$ cat src/rtl/core/prtbf_pkg.sv
// Shared types, constants and helpers for the point rotate/translate/box filter.
// No dependencies.
package prtbf_pkg;

   localparam int COORD_W   = 32;
   localparam int ROT_W     = 16;
   localparam int HALF_W    = 31;
   localparam int ROT_FRAC  = 14;
   localparam int PROD_W    = COORD_W + ROT_W;            // 48
   localparam int SUM_W     = PROD_W + 1;                 // 49
   localparam int RND_W     = SUM_W - ROT_FRAC;           // 35
   localparam int NEW_W     = RND_W + 1;                  // 36
   localparam int NX_W      = COORD_W + 1;                // 33
   localparam int CSR_IDX_W = 8;
   localparam int CSR_DAT_W = 32;

   localparam logic [CSR_IDX_W-1:0] CSR_COS_ROT      = 8'd0;
   localparam logic [CSR_IDX_W-1:0] CSR_SIN_ROT      = 8'd1;
   localparam logic [CSR_IDX_W-1:0] CSR_OFFSET_X     = 8'd2;
   localparam logic [CSR_IDX_W-1:0] CSR_OFFSET_Y     = 8'd3;
   localparam logic [CSR_IDX_W-1:0] CSR_OFFSET_Z     = 8'd4;
   localparam logic [CSR_IDX_W-1:0] CSR_HALF_WIDTH_X = 8'd5;
   localparam logic [CSR_IDX_W-1:0] CSR_HALF_WIDTH_Y = 8'd6;
   localparam logic [CSR_IDX_W-1:0] CSR_FLOOR_Z      = 8'd7;

   localparam logic signed [ROT_W-1:0]   COS_ROT_RST      = 16'sd16384;
   localparam logic signed [ROT_W-1:0]   SIN_ROT_RST      = 16'sd0;
   localparam logic        [HALF_W-1:0]  HALF_WIDTH_RST   = 31'd65536;
   localparam logic signed [COORD_W-1:0] COORD_ZERO       = 32'sd0;

   localparam logic signed [SUM_W-1:0]   RND_HALF = SUM_W'(1) <<< (ROT_FRAC - 1);

   typedef struct packed {
      logic signed [ROT_W-1:0]   cos_rot;
      logic signed [ROT_W-1:0]   sin_rot;
      logic signed [COORD_W-1:0] offset_x;
      logic signed [COORD_W-1:0] offset_y;
      logic signed [COORD_W-1:0] offset_z;
      logic        [HALF_W-1:0]  half_width_x;
      logic        [HALF_W-1:0]  half_width_y;
      logic signed [COORD_W-1:0] floor_z;
   } cfg_type;

   // one word from the front part to the back part
   typedef struct packed {
      logic [NX_W-1:0]   nx;
      logic [PROD_W-1:0] y_cos;
      logic [PROD_W-1:0] z_sin;
      logic [PROD_W-1:0] y_sin;
      logic [PROD_W-1:0] z_cos;
      logic              x_ok;
      logic              filter_on;
   } entry_type;

   localparam logic signed [COORD_W-1:0] SAT_MAX = {1'b0, {(COORD_W-1){1'b1}}};
   localparam logic signed [COORD_W-1:0] SAT_MIN = {1'b1, {(COORD_W-1){1'b0}}};

   function automatic logic signed [COORD_W-1:0] sat_new(input logic signed [NEW_W-1:0] v);
      logic signed [COORD_W-1:0] r;
      if (v > NEW_W'(SAT_MAX))
         r = SAT_MAX;
      else if (v < NEW_W'(SAT_MIN))
         r = SAT_MIN;
      else
         r = v[COORD_W-1:0];
      return r;
   endfunction

   function automatic logic signed [COORD_W-1:0] sat_nx(input logic signed [NX_W-1:0] v);
      logic signed [COORD_W-1:0] r;
      if (v[NX_W-1] != v[NX_W-2])
         r = v[NX_W-1] ? SAT_MIN : SAT_MAX;
      else
         r = v[COORD_W-1:0];
      return r;
   endfunction

endpackage

$ cat src/rtl/core/prtbf_queue.sv
// Short word queue between front and back parts.
// Depends on prtbf_pkg.
module prtbf_queue import prtbf_pkg::*; #(
   parameter int ADDR_W = 2
) (
   input  logic      clock,
   input  logic      reset,
   input  logic      push,
   input  entry_type push_entry,
   input  logic      pop,
   output entry_type head,
   output logic      not_empty,
   output logic      near_full
);

   localparam int DEPTH = 1 << ADDR_W;

   entry_type         mem_ff [DEPTH];
   logic [ADDR_W-1:0] wr_ptr_ff, wr_ptr_in, rd_ptr_ff, rd_ptr_in;
   logic [ADDR_W:0]   count_ff, count_in;
   logic              do_pop;

   assign do_pop    = pop && (count_ff != '0);
   assign wr_ptr_in = push   ? wr_ptr_ff + 1'b1 : wr_ptr_ff;
   assign rd_ptr_in = do_pop ? rd_ptr_ff + 1'b1 : rd_ptr_ff;

   always_comb begin
      count_in = count_ff;
      if (push && !do_pop)
         count_in = count_ff + 1'b1;
      else if (!push && do_pop)
         count_in = count_ff - 1'b1;
   end

   always_ff @(posedge clock) begin
      if (reset) begin
         wr_ptr_ff <= '0;
         rd_ptr_ff <= '0;
         count_ff  <= '0;
      end else begin
         wr_ptr_ff <= wr_ptr_in;
         rd_ptr_ff <= rd_ptr_in;
         count_ff  <= count_in;
      end
      if (push) begin
         mem_ff[wr_ptr_ff] <= push_entry;
      end
   end

   assign head      = mem_ff[rd_ptr_ff];
   assign not_empty = count_ff != '0;
   // one slot is kept for the word still in the front register
   assign near_full = count_ff >= (ADDR_W+1)'(DEPTH - 1);

endmodule

$ cat config.mk
export PLATFORM = sky130hd
export DESIGN_NAME = prtbf_queue
export DESIGN_NICKNAME = d
export VERILOG_FILES = /design/src/rtl/core/prtbf_pkg.sv /design/src/rtl/core/prtbf_queue.sv
export SDC_FILE = /design/constraint.sdc
export NUM_CORES = 1
export LEC_CHECK = 0
export BUFFER_PORTS_ARGS = -buffer_cell sky130_fd_sc_hd__buf_2
export CORE_ASPECT_RATIO = 0.75
export CORE_UTILIZATION = 35
export DETAILED_ROUTE_END_ITERATION = 6
export PLACE_DENSITY = 0.53
export SYNTH_ARGS = -nofsm -noshare
export SYNTH_HDL_FRONTEND = slang
export SYNTH_SLANG_ARGS = --single-unit
$ cat constraint.sdc
create_clock -name clock -period 6.8 [get_ports clock]
set_clock_uncertainty 0.05 [all_clocks]
set_input_delay 1.02 -clock clock [delete_from_list [all_inputs] [get_ports clock]]
set_output_delay 1.02 -clock clock [all_outputs]
set_load 0.05 [all_outputs]
==> impl_results.md <==
- DP HPWL: around 40000 um
- RSZ-0062 raised after global routing: no
- WS Path Type: flop to output port
- Seq/Total Area, Yosys: 82.9%
- Vias in the first global route: 15.6k
- Worst setup SP type: flop
- Max IR drop VDD: between 0.2 and 0.3 mV
- Slew headroom: a little over a quarter
- Die height: roughly 270 um
- Seq pwr share: 41.3%
- Post-CTS setup buffer count: 0
- Synth Instances: 1229
- Final Cell Area: roughly 40000 um^2
- YS warnings: 0
- Distinct cells, synth: 22
- Synth area leaders: edfxtp_1, mux4_2, dfxtp_1, buf_4, buf_2
- Sw power: around 5400 uW
- Worst-path clk slew: ~60 ps
- WL final: slightly below 70000 um
- CTS max path bufs: 3
- Hold endpoint: rd_ptr_ff[1]$_SDFFE_PP0P_
- Post-synthesis register bit count: about 900
- Non-Filler Instances: ~3.1k
- FF-to-FF Start: wr_ptr_ff[0]$_SDFFE_PP0P_
- Die width: 357 um
- Core Footprint: about 94000 um^2
- Proportion of layout cells with a drive suffix above 1: approximately 46%
- First-pass GRT wire length: a little over 100000 um
- Worst slew pin tran: 1100 ps
- Hold_buf cts: 0
- Post-synth ARST share: 0%
- PortBufs: 459
- DIE AREA: 95900 um^2
- Maxcap violations: 0
- Worst Path Arrival: approximately 3100 ps
- CTS resizes: 0
- DRC: 0
- DRT Pass-1 Iters: 5
- Crit path time final: roughly 4200 ps
- Cell Area, Placed: approximately 37000 um^2
- Final hold vios: 0
- Cell taking the most area after synthesis: edfxtp_1
- Power share of the combinational group: approximately 29%
- F_max: around 240 MHz
- Power Internal: between 10000 and 15000 uW
- Required time of the critical path: 5730 ps
- Number of synthesized flops with an enable pin: approximately 910
- Post-synthesis area per instance: ~27 um^2
- Area share of the largest cell type after synthesis: between 80% and 90%
- Setup Total Neg Slack: 0 ps
- PD cells: 404 nW/um^2
- Gr usage total: between 10% and 20%
- R2R cell count: 4
- Crit path cell chain: buf_12 -> mux4_2 -> buf_2
- CTS tree: built
- Row count: 97
- Net count, final: between 1.5k and 2k
- Via density per instance: between 4 and 5
- Slowest CP cell: dfxtp_4
- Hold_sp: rd_ptr_ff[1]$_SDFFE_PP0P_
- DR vias: roughly 15k
- Clk sinks: 917
- Critical Path Max Stage Delay: about 750 ps
- Antenna viol nets, final: 0
- Mapped cell area: between 30000 and 40000 um^2
- Initial antenna violation count: 27
- Area growth, synth to finish: 20.3%
- Synth cell count leaders: edfxtp_1, mux4_2, buf_2, buf_4, buf_1
- Status: finished clean
- Crit. End Element: output port
- Final period util: 61.5%
- Fin Hold WS: ~470 ps
- Max-slew violation count: 0
- GPL Wtd Cong: about 0.68
- IO Pins: between 400 and 500
- Finish-stage setup viols: 0
- Dpl cells: just under 3k
- H-tree levels: 3
- Worst-skew pair later-pin latency: around 630 ps
- Top-count cell post-synth: edfxtp_1
- WHS Path Cells: 2
- Root Driver: clkbuf_16
- Clock network fraction of design power: between 30% and 40%
- Worst R2R Setup Slack: around 4300 ps
- Hold WC Path Type: flop to flop
- RR Endpoint: mem_ff[2][32]$_DFFE_PP_
- CTS Buf Count: 90
- Starting density of the core: 35.4%
- Primary FF master, synth: edfxtp_1
- Pin count of the biggest net entering global routing: approximately 120
- Switching part of the total: around 34%
- Leak: between 0.01 and 0.015 uW
- Routed wire per std cell: 22.4 um
- Congestion Overflow GR: 0
- Drt first-iter violations: 936
- Critical path fanouts, max: between 90 and 100
- Synth Net Count: approximately 1.5k
## worst max path at each step
stage	depth (start not counted)	endpoint	start	slack (ps)
after detailed placement	3	head[200]	flop	3190
after CTS	3	head[200]	flop	2470
after global placement	3	head[54]	flop	3170
after floorplan	1	mem_ff[1][0]$_DFFE_PP_	push	2510
final	3	head[200]	flop	2620
after global routing	3	head[205]	flop	2350
## final cells by class
class | count | area [um^2]
Timing Repair Buffer | 476 | 2540
Sequential cell | 917 | 27500
Tap cell | 1237 | 1550
Fill cell | 8093 | 53700
Antenna cell | 12 | 30.0
Clock inverter | 60 | 552
Multi-Input combinational cell | 258 | 5370
Inverter | 3 | 11.3
Clock buffer | 109 | 2340
## kinds of logic after synthesis
group	synth area share [%]
adders and majority gates	0.249
DFF	82.9
AOI/OAI and AO/OA	0.102
and+or+nand+nor	0.193
buffers and inverters	0.937
xor gates and xnor gates	0.132
muxes	15.5
## power by group through the flow
stage	registers, uW	logic (uW)	clock network, uW
after global placement	6760	4700	0
after global routing	6680	4860	5190
final	6650	4620	4850
after CTS	6660	4720	5000
after floorplan	6700	3720	0
after detailed placement	6780	4710	0
## flip-flops by register name, indices dropped and copies added, names as in the netlist, named ones only
register	cells
wr_ptr_ff	2
count_ff	3
mem_ff	908
rd_ptr_ff	2
## critical path, delay by kind of cell, from the launching register on
family | cells | cell delay [ps]
buffers and inverters | 2 | 820
DFF | 1 | 750
muxes | 1 | 620
## per-layer routing
metal  global-route usage (%)  up-vias  wire (um)  share of wire, %
li1                         -     6423          -                 -
met1                     18.1     7714      27800                40
met5                        0        -        213              0.31
met4                     4.08       34       1520               2.2
met3                     5.72      137       6230               9.0
met2                     22.4      391      33200                48
## through the flow
step | util (%) | setup slack, ps | power [uW]
after floorplan | - | 2510 | 10400
after global placement | 39.5 | 3170 | 11500
after detailed placement | 39.5 | 3190 | 11500
after CTS | 42.5 | 2470 | 16400
after global routing | 42.6 | 2350 | 16700
final | 42.6 | 2620 | 16100
## placed cells by master (no fill, tap or decap)
cell type / Yosys / final
or3_1: 2 / 2
a21oi_1: 1 / 1
clkinv_2: 0 / 20
xor2_1: 4 / 4
diode_2: 0 / 12
mux4_2: 227 / 227
o311ai_0: 1 / 1
dfxtp_1: 9 / 7
clkinvlp_4: 0 / 6
a21o_1: 1 / 1
clkinv_16: 0 / 2
bufinv_16: 0 / 7
and2_4: 0 / 4
buf_12: 0 / 9
inv_16: 0 / 2
clkinv_1: 0 / 21
nor2_1: 7 / 7
buf_4: 14 / 8
inv_6: 0 / 2
dfxtp_4: 0 / 2
inv_1: 3 / 3
xnor2_1: 1 / 1
fa_1: 1 / 1
buf_2: 20 / 459
ha_1: 5 / 5
mux2i_1: 2 / 2
o31ai_1: 1 / 1
o21ai_0: 1 / 1
edfxtp_1: 908 / 908
clkbuf_1: 1 / 18
clkbuf_16: 0 / 91
Power figures use the tool's default switching activity.
