--- config.mk ---
export PLATFORM = sky130hd
export DESIGN_NAME = prtbf_back
export DESIGN_NICKNAME = d
export VERILOG_FILES = /design/src/rtl/core/prtbf_pkg.sv /design/src/rtl/core/prtbf_back.sv
export SDC_FILE = /design/constraint.sdc
export NUM_CORES = 1
export LEC_CHECK = 0
export BUFFER_PORTS_ARGS = -buffer_cell sky130_fd_sc_hd__buf_2
export CAP_MARGIN = 20
export CORE_AREA = 2 2 213 215
export CTS_BUF_LIST = sky130_fd_sc_hd__clkbuf_8
export CTS_CLUSTER_DIAMETER = 50
export DETAILED_ROUTE_END_ITERATION = 10
export DIE_AREA = 0 0 215 217
export HOLD_SLACK_MARGIN = 0.03
export PLACE_DENSITY = 0.72
export SETUP_SLACK_MARGIN = 0.05
export SYNTH_ARGS = -nofsm -noshare
export SYNTH_HDL_FRONTEND = slang
export SYNTH_SLANG_ARGS = --single-unit
--- constraint.sdc ---
create_clock -name clock -period 22.3 [get_ports clock]
set_clock_uncertainty 0.2 [all_clocks]
set_input_delay 1.115 -clock clock [delete_from_list [all_inputs] [get_ports clock]]
set_output_delay 1.115 -clock clock [all_outputs]
set_load 0.01 [all_outputs]
--- src/rtl/core/prtbf_pkg.sv ---
// Shared types, constants and helpers for the point rotate/translate/box filter.
// No dependencies.
package prtbf_pkg;

   localparam int COORD_W   = 32;
   localparam int ROT_W     = 16;
   localparam int HALF_W    = 31;
   localparam int ROT_FRAC  = 14;
   localparam int PROD_W    = COORD_W + ROT_W;            // 48
   localparam int SUM_W     = PROD_W + 1;                 // 49
   localparam int RND_W     = SUM_W - ROT_FRAC;           // 35
   localparam int NEW_W     = RND_W + 1;                  // 36
   localparam int NX_W      = COORD_W + 1;                // 33
   localparam int CSR_IDX_W = 8;
   localparam int CSR_DAT_W = 32;

   localparam logic [CSR_IDX_W-1:0] CSR_COS_ROT      = 8'd0;
   localparam logic [CSR_IDX_W-1:0] CSR_SIN_ROT      = 8'd1;
   localparam logic [CSR_IDX_W-1:0] CSR_OFFSET_X     = 8'd2;
   localparam logic [CSR_IDX_W-1:0] CSR_OFFSET_Y     = 8'd3;
   localparam logic [CSR_IDX_W-1:0] CSR_OFFSET_Z     = 8'd4;
   localparam logic [CSR_IDX_W-1:0] CSR_HALF_WIDTH_X = 8'd5;
   localparam logic [CSR_IDX_W-1:0] CSR_HALF_WIDTH_Y = 8'd6;
   localparam logic [CSR_IDX_W-1:0] CSR_FLOOR_Z      = 8'd7;

   localparam logic signed [ROT_W-1:0]   COS_ROT_RST      = 16'sd16384;
   localparam logic signed [ROT_W-1:0]   SIN_ROT_RST      = 16'sd0;
   localparam logic        [HALF_W-1:0]  HALF_WIDTH_RST   = 31'd65536;
   localparam logic signed [COORD_W-1:0] COORD_ZERO       = 32'sd0;

   localparam logic signed [SUM_W-1:0]   RND_HALF = SUM_W'(1) <<< (ROT_FRAC - 1);

   typedef struct packed {
      logic signed [ROT_W-1:0]   cos_rot;
      logic signed [ROT_W-1:0]   sin_rot;
      logic signed [COORD_W-1:0] offset_x;
      logic signed [COORD_W-1:0] offset_y;
      logic signed [COORD_W-1:0] offset_z;
      logic        [HALF_W-1:0]  half_width_x;
      logic        [HALF_W-1:0]  half_width_y;
      logic signed [COORD_W-1:0] floor_z;
   } cfg_type;

   // one word from the front part to the back part
   typedef struct packed {
      logic [NX_W-1:0]   nx;
      logic [PROD_W-1:0] y_cos;
      logic [PROD_W-1:0] z_sin;
      logic [PROD_W-1:0] y_sin;
      logic [PROD_W-1:0] z_cos;
      logic              x_ok;
      logic              filter_on;
   } entry_type;

   localparam logic signed [COORD_W-1:0] SAT_MAX = {1'b0, {(COORD_W-1){1'b1}}};
   localparam logic signed [COORD_W-1:0] SAT_MIN = {1'b1, {(COORD_W-1){1'b0}}};

   function automatic logic signed [COORD_W-1:0] sat_new(input logic signed [NEW_W-1:0] v);
      logic signed [COORD_W-1:0] r;
      if (v > NEW_W'(SAT_MAX))
         r = SAT_MAX;
      else if (v < NEW_W'(SAT_MIN))
         r = SAT_MIN;
      else
         r = v[COORD_W-1:0];
      return r;
   endfunction

   function automatic logic signed [COORD_W-1:0] sat_nx(input logic signed [NX_W-1:0] v);
      logic signed [COORD_W-1:0] r;
      if (v[NX_W-1] != v[NX_W-2])
         r = v[NX_W-1] ? SAT_MIN : SAT_MAX;
      else
         r = v[COORD_W-1:0];
      return r;
   endfunction

endpackage

--- src/rtl/core/prtbf_back.sv ---
// Back part: rounds the rotation sums, adds offsets, runs the y/z box tests,
// saturates and drives the result word. Depends on prtbf_pkg.
module prtbf_back import prtbf_pkg::*; (
   input  logic                       clock,
   input  logic                       reset,
   input  logic                       take,
   input  entry_type                  entry,
   input  cfg_type                    cfg,
   output logic                       rsp_valid,
   output logic signed [COORD_W-1:0]  rsp_x_out,
   output logic signed [COORD_W-1:0]  rsp_y_out,
   output logic signed [COORD_W-1:0]  rsp_z_out
);

   logic                      a_valid_ff, a_valid_in;
   logic signed [RND_W-1:0]   a_y_ff, a_y_in, a_z_ff, a_z_in;
   logic signed [NX_W-1:0]    a_nx_ff;
   logic                      a_x_ok_ff, a_filt_ff;
   logic signed [SUM_W-1:0]   sum_y, sum_z;

   logic                      out_valid_ff, out_valid_in;
   logic signed [COORD_W-1:0] x_ff, y_ff, z_ff;
   logic signed [NEW_W-1:0]   ny, nz;
   logic        [NEW_W-1:0]   ay;
   logic                      keep;

   assign sum_y  = SUM_W'($signed(entry.y_cos)) + SUM_W'($signed(entry.z_sin)) + RND_HALF;
   assign sum_z  = SUM_W'($signed(entry.y_sin)) - SUM_W'($signed(entry.z_cos)) + RND_HALF;
   assign a_y_in = sum_y[SUM_W-1:ROT_FRAC];
   assign a_z_in = sum_z[SUM_W-1:ROT_FRAC];
   assign a_valid_in = take;

   assign ny = NEW_W'(a_y_ff) + NEW_W'(cfg.offset_y);
   assign nz = NEW_W'(a_z_ff) + NEW_W'(cfg.offset_z);
   assign ay = ny[NEW_W-1] ? (~ny + 1'b1) : ny;
   assign keep = !a_filt_ff || (a_x_ok_ff
                                && (ay < NEW_W'(cfg.half_width_y))
                                && (nz > NEW_W'(cfg.floor_z)));
   assign out_valid_in = a_valid_ff && keep;

   always_ff @(posedge clock) begin
      if (reset) begin
         a_valid_ff   <= 1'b0;
         out_valid_ff <= 1'b0;
      end else begin
         a_valid_ff   <= a_valid_in;
         out_valid_ff <= out_valid_in;
      end
      if (take) begin
         a_y_ff    <= a_y_in;
         a_z_ff    <= a_z_in;
         a_nx_ff   <= entry.nx;
         a_x_ok_ff <= entry.x_ok;
         a_filt_ff <= entry.filter_on;
      end
      if (out_valid_in) begin
         x_ff <= sat_nx(a_nx_ff);
         y_ff <= sat_new(ny);
         z_ff <= sat_new(nz);
      end
   end

   assign rsp_valid = out_valid_ff;
   assign rsp_x_out = x_ff;
   assign rsp_y_out = y_ff;
   assign rsp_z_out = z_ff;

endmodule

==> results.py <==
metrics = {
    "clock_tree": {
        "cts_root_buf": "clkbuf_8",
        "cts_max_path_buffers": 3,
        "postCtsSetupRepairBufs": 0,
        "postCtsResizedCells": 0,
        "cts_sinks": 203,
        "cts.htree.levels": 2,
        "clock_latency_ps": 570,
        "cts_buffers": 39,
        "cts_hold_repair.buffers": 0,
        "path_clk_slew_ps": 60,
        "cts_tree": "built",
    },
    "run": {
        "maxCapViolations": 0,
    },
    "yosys": {
        "synth_top_area_share_pct": 32.3,
        "netlist_top_cells_area": "edfxtp_1, ha_1, a21oi_1",
        "yosysTopAreaCell": "edfxtp_1",
        "postSynthAreaPerCell_um2": 9.44,
        "synth-seq-cells": 203,
        "syn_area_mm2": 0.0187,
        "synth_flop_cell": "edfxtp_1",
        "synth-edff-count": 201,
        "ys_types": 82,
        "synth_seq_area_share_pct": 32.5,
        "syn_inst": 1978,
        "synth-async-reset-ratio_pct": 0,
        "yosys_warnings": 0,
        "synth_fp_nets": 2758,
    },
    "detailed_routing": {
        "final_antenna_net_count": 0,
        "drtIter0Drc": 1207,
        "wirelength_um": 51300,
        "viasPerCell": 5.42,
        "drc": 0,
        "dr.pass1.iters": 8,
        "wl_per_cell_um": 16.7,
        "vias": 16647,
    },
    "placement": {
        "gp_congestion": 0.907,
        "io_buffers": 453,
        "dp_hpwl_um": 42000,
    },
    "worst_setup_path": {
        "worstRegToRegCells": 24,
        "crit_fanout": 50,
        "arrival_ps": 8020,
        "worst_ep_required_time_ps": 22270,
        "crit_type": "input port to register",
        "start_kind": "input port",
        "critPathCaptureType": "register",
    },
    "timing": {
        "fin_tns_setup_ps": 0,
        "drv_slew": 0,
        "worst_slew_pin_slew_ps": 1060,
        "fmaxAchievable_mhz": 124,
        "fin_crit_sh_pct": 36.1,
        "hold_viol": 0,
        "hold_ws_ps": 320,
        "setup_viol": 0,
        "slew-limit-headroom_pct": 29.3,
        "fin_crit_ps": 8040,
        "rsz0062_at_grt": "false",
    },
    "global_routing": {
        "antenna_found_initial": 10,
        "grt_pass1_wl_um": 79200,
        "grt_pass1_vias": 15602,
        "grt_max_degree": 64,
        "track_usage_pct": 21.0,
        "grt_overflow_total": 0,
    },
    "cells_and_area": {
        "drive_gt1_share_pct": 22.5,
        "area_growth_pct": 19.6,
        "nets": 3218,
    },
    "run_status": {
        "status": "finished clean",
    },
    "pwr": {
        "pwr-share-clk_pct": 18.3,
        "p_int_mw": 1.05,
        "p_sw_share_pct": 41.4,
        "power_density_mw_per_mm2": 80.4,
        "p_sw_mw": 0.744,
        "p_seq_share_pct": 28.6,
        "p_leak_nw": 10.7,
        "vdd_drop_max_v": 0.0000393,
        "p_comb_share_pct": 53.1,
    },
    "die": {
        "top_level_ports": 549,
        "die_w_um": 215,
        "start_util_pct": 41.8,
        "die_h_um": 217,
        "die_area_mm2": 0.0467,
        "core_area_mm2": 0.0447,
        "fp-row-count": 78,
    },
    "worst_hold_path": {
        "hold_depth": 1,
        "hold_class": "register to register",
    },
}
-- metal layers --
layer  track usage, %  vias up  part of all wire, %  wire [um]
met5                0        -                0.080         41
met4             7.68        8                  3.3       1680
met3             2.85       95                  5.7       2900
met2             35.5      518                   47      23900
met1             27.6     7750                   44      22800
li1                 -     8276                    -          -
-- power groups by stage --
stage / sequential [mW] / combinational, mW / clock (mW)
floorplan: 0.527 / 0.690 / 0
CTS: 0.514 / 0.952 / 0.344
global route: 0.517 / 1.08 / 0.358
finish: 0.514 / 0.953 / 0.329
global placement: 0.521 / 0.913 / 0
detailed placement: 0.522 / 0.945 / 0
-- registers in the layout (all words and copies together) (netlist names) --
signal,cells
a_y_ff,35
a_z_ff,35
a_nx_ff,33
rsp_x_out,32
rsp_y_out,32
rsp_z_out,32
a_filt_ff,1
a_valid_ff,1
a_x_ok_ff,1
rsp_valid,1
-- kinds of logic after synthesis --
family	count (synthesis)	synth area share [%]
compound gates	574	20.2
xor+xnor	150	7.11
fa+ha+maj	328	22.0
buf+inv	209	4.28
flops	203	32.5
mux	4	0.221
simple gates	510	13.6
-- path summary, 6_finish.rpt --
kind | start | endpoint | slack (ps)
setup / recovery | cfg[126] | rsp_x_out[14]$_DFFE_PP_ | 14260
hold / removal | a_nx_ff[4]$_DFFE_PP_ | rsp_x_out[4]$_DFFE_PP_ | 320
setup reg to reg | a_y_ff[0]$_DFFE_PP_ | rsp_x_out[14]$_DFFE_PP_ | 14530
hold reg to reg | a_nx_ff[4]$_DFFE_PP_ | rsp_x_out[4]$_DFFE_PP_ | 320
-- cell usage in the layout (no fill, tap or decap), types with 34 or more instances in the layout --
cell type and count:
a21oi_1 162, nand3_1 81, nor3_1 40, nand2b_1 34, buf_2 452, xor2_1 60, xnor2_1 87, edfxtp_1 201
a21o_1 104, nand2_1 129, ha_1 326, o21ai_0 105, inv_1 173, clkbuf_8 39, nor2_1 106
-- Yosys cell counts, types with 40 or more instances --
cell type / count
nand2_1: 129
nor2_1: 107
inv_1: 164
xor2_1: 61
ha_1: 326
o21ai_0: 105
edfxtp_1: 201
nand3_1: 81
nor3_1: 40
a21o_1: 104
a21oi_1: 162
xnor2_1: 87
-- critical path: stages --
cell      delay, ps
buf_2            80
ha_1            170
inv_1            60
fa_1            390
nand2b_1        180
a21oi_1         320
o211ai_1        210
o21ai_0         350
nand2_1         120
xnor2_1         230
or4b_2          770
nand2b_1        260
nor2_1          190
a31oi_1         120
xnor2_1         260
ha_1            290
a21o_1          180
a211o_1         280
a21oi_1         160
o21ai_0         100
a311oi_1        440
nand4_1         270
a31oi_4         240
buf_4           520
buf_4           670
-- area by class of cell --
class | count | area, um^2
Antenna cell | 5 | 12.5
Clock inverter | 31 | 153
Fill cell | 4265 | 22400
Tap cell | 600 | 751
Multi-Input combinational cell | 1566 | 11900
Sequential cell | 203 | 6080
Timing Repair Buffer | 463 | 2340
Inverter | 165 | 619
Clock buffer | 39 | 537
-- stage by stage --
stage | instance area (um^2) | util, % | total power, mW | worst slack, ps | cells
3_3_place_gp | 21600 | 48.4 | 1.43 | 13750 | 2997
4_1_cts | 22300 | 50.0 | 1.81 | 14260 | 3067
2_1_floorplan | 18700 | - | 1.22 | 10520 | 1978
5_1_grt | 22300 | 50.0 | 1.95 | 13710 | 3072
6_report | 22300 | 50.0 | 1.80 | 14260 | 3072
3_5_place_dp | 21600 | 48.4 | 1.47 | 13700 | 2997
Power figures use the tool's default switching activity.
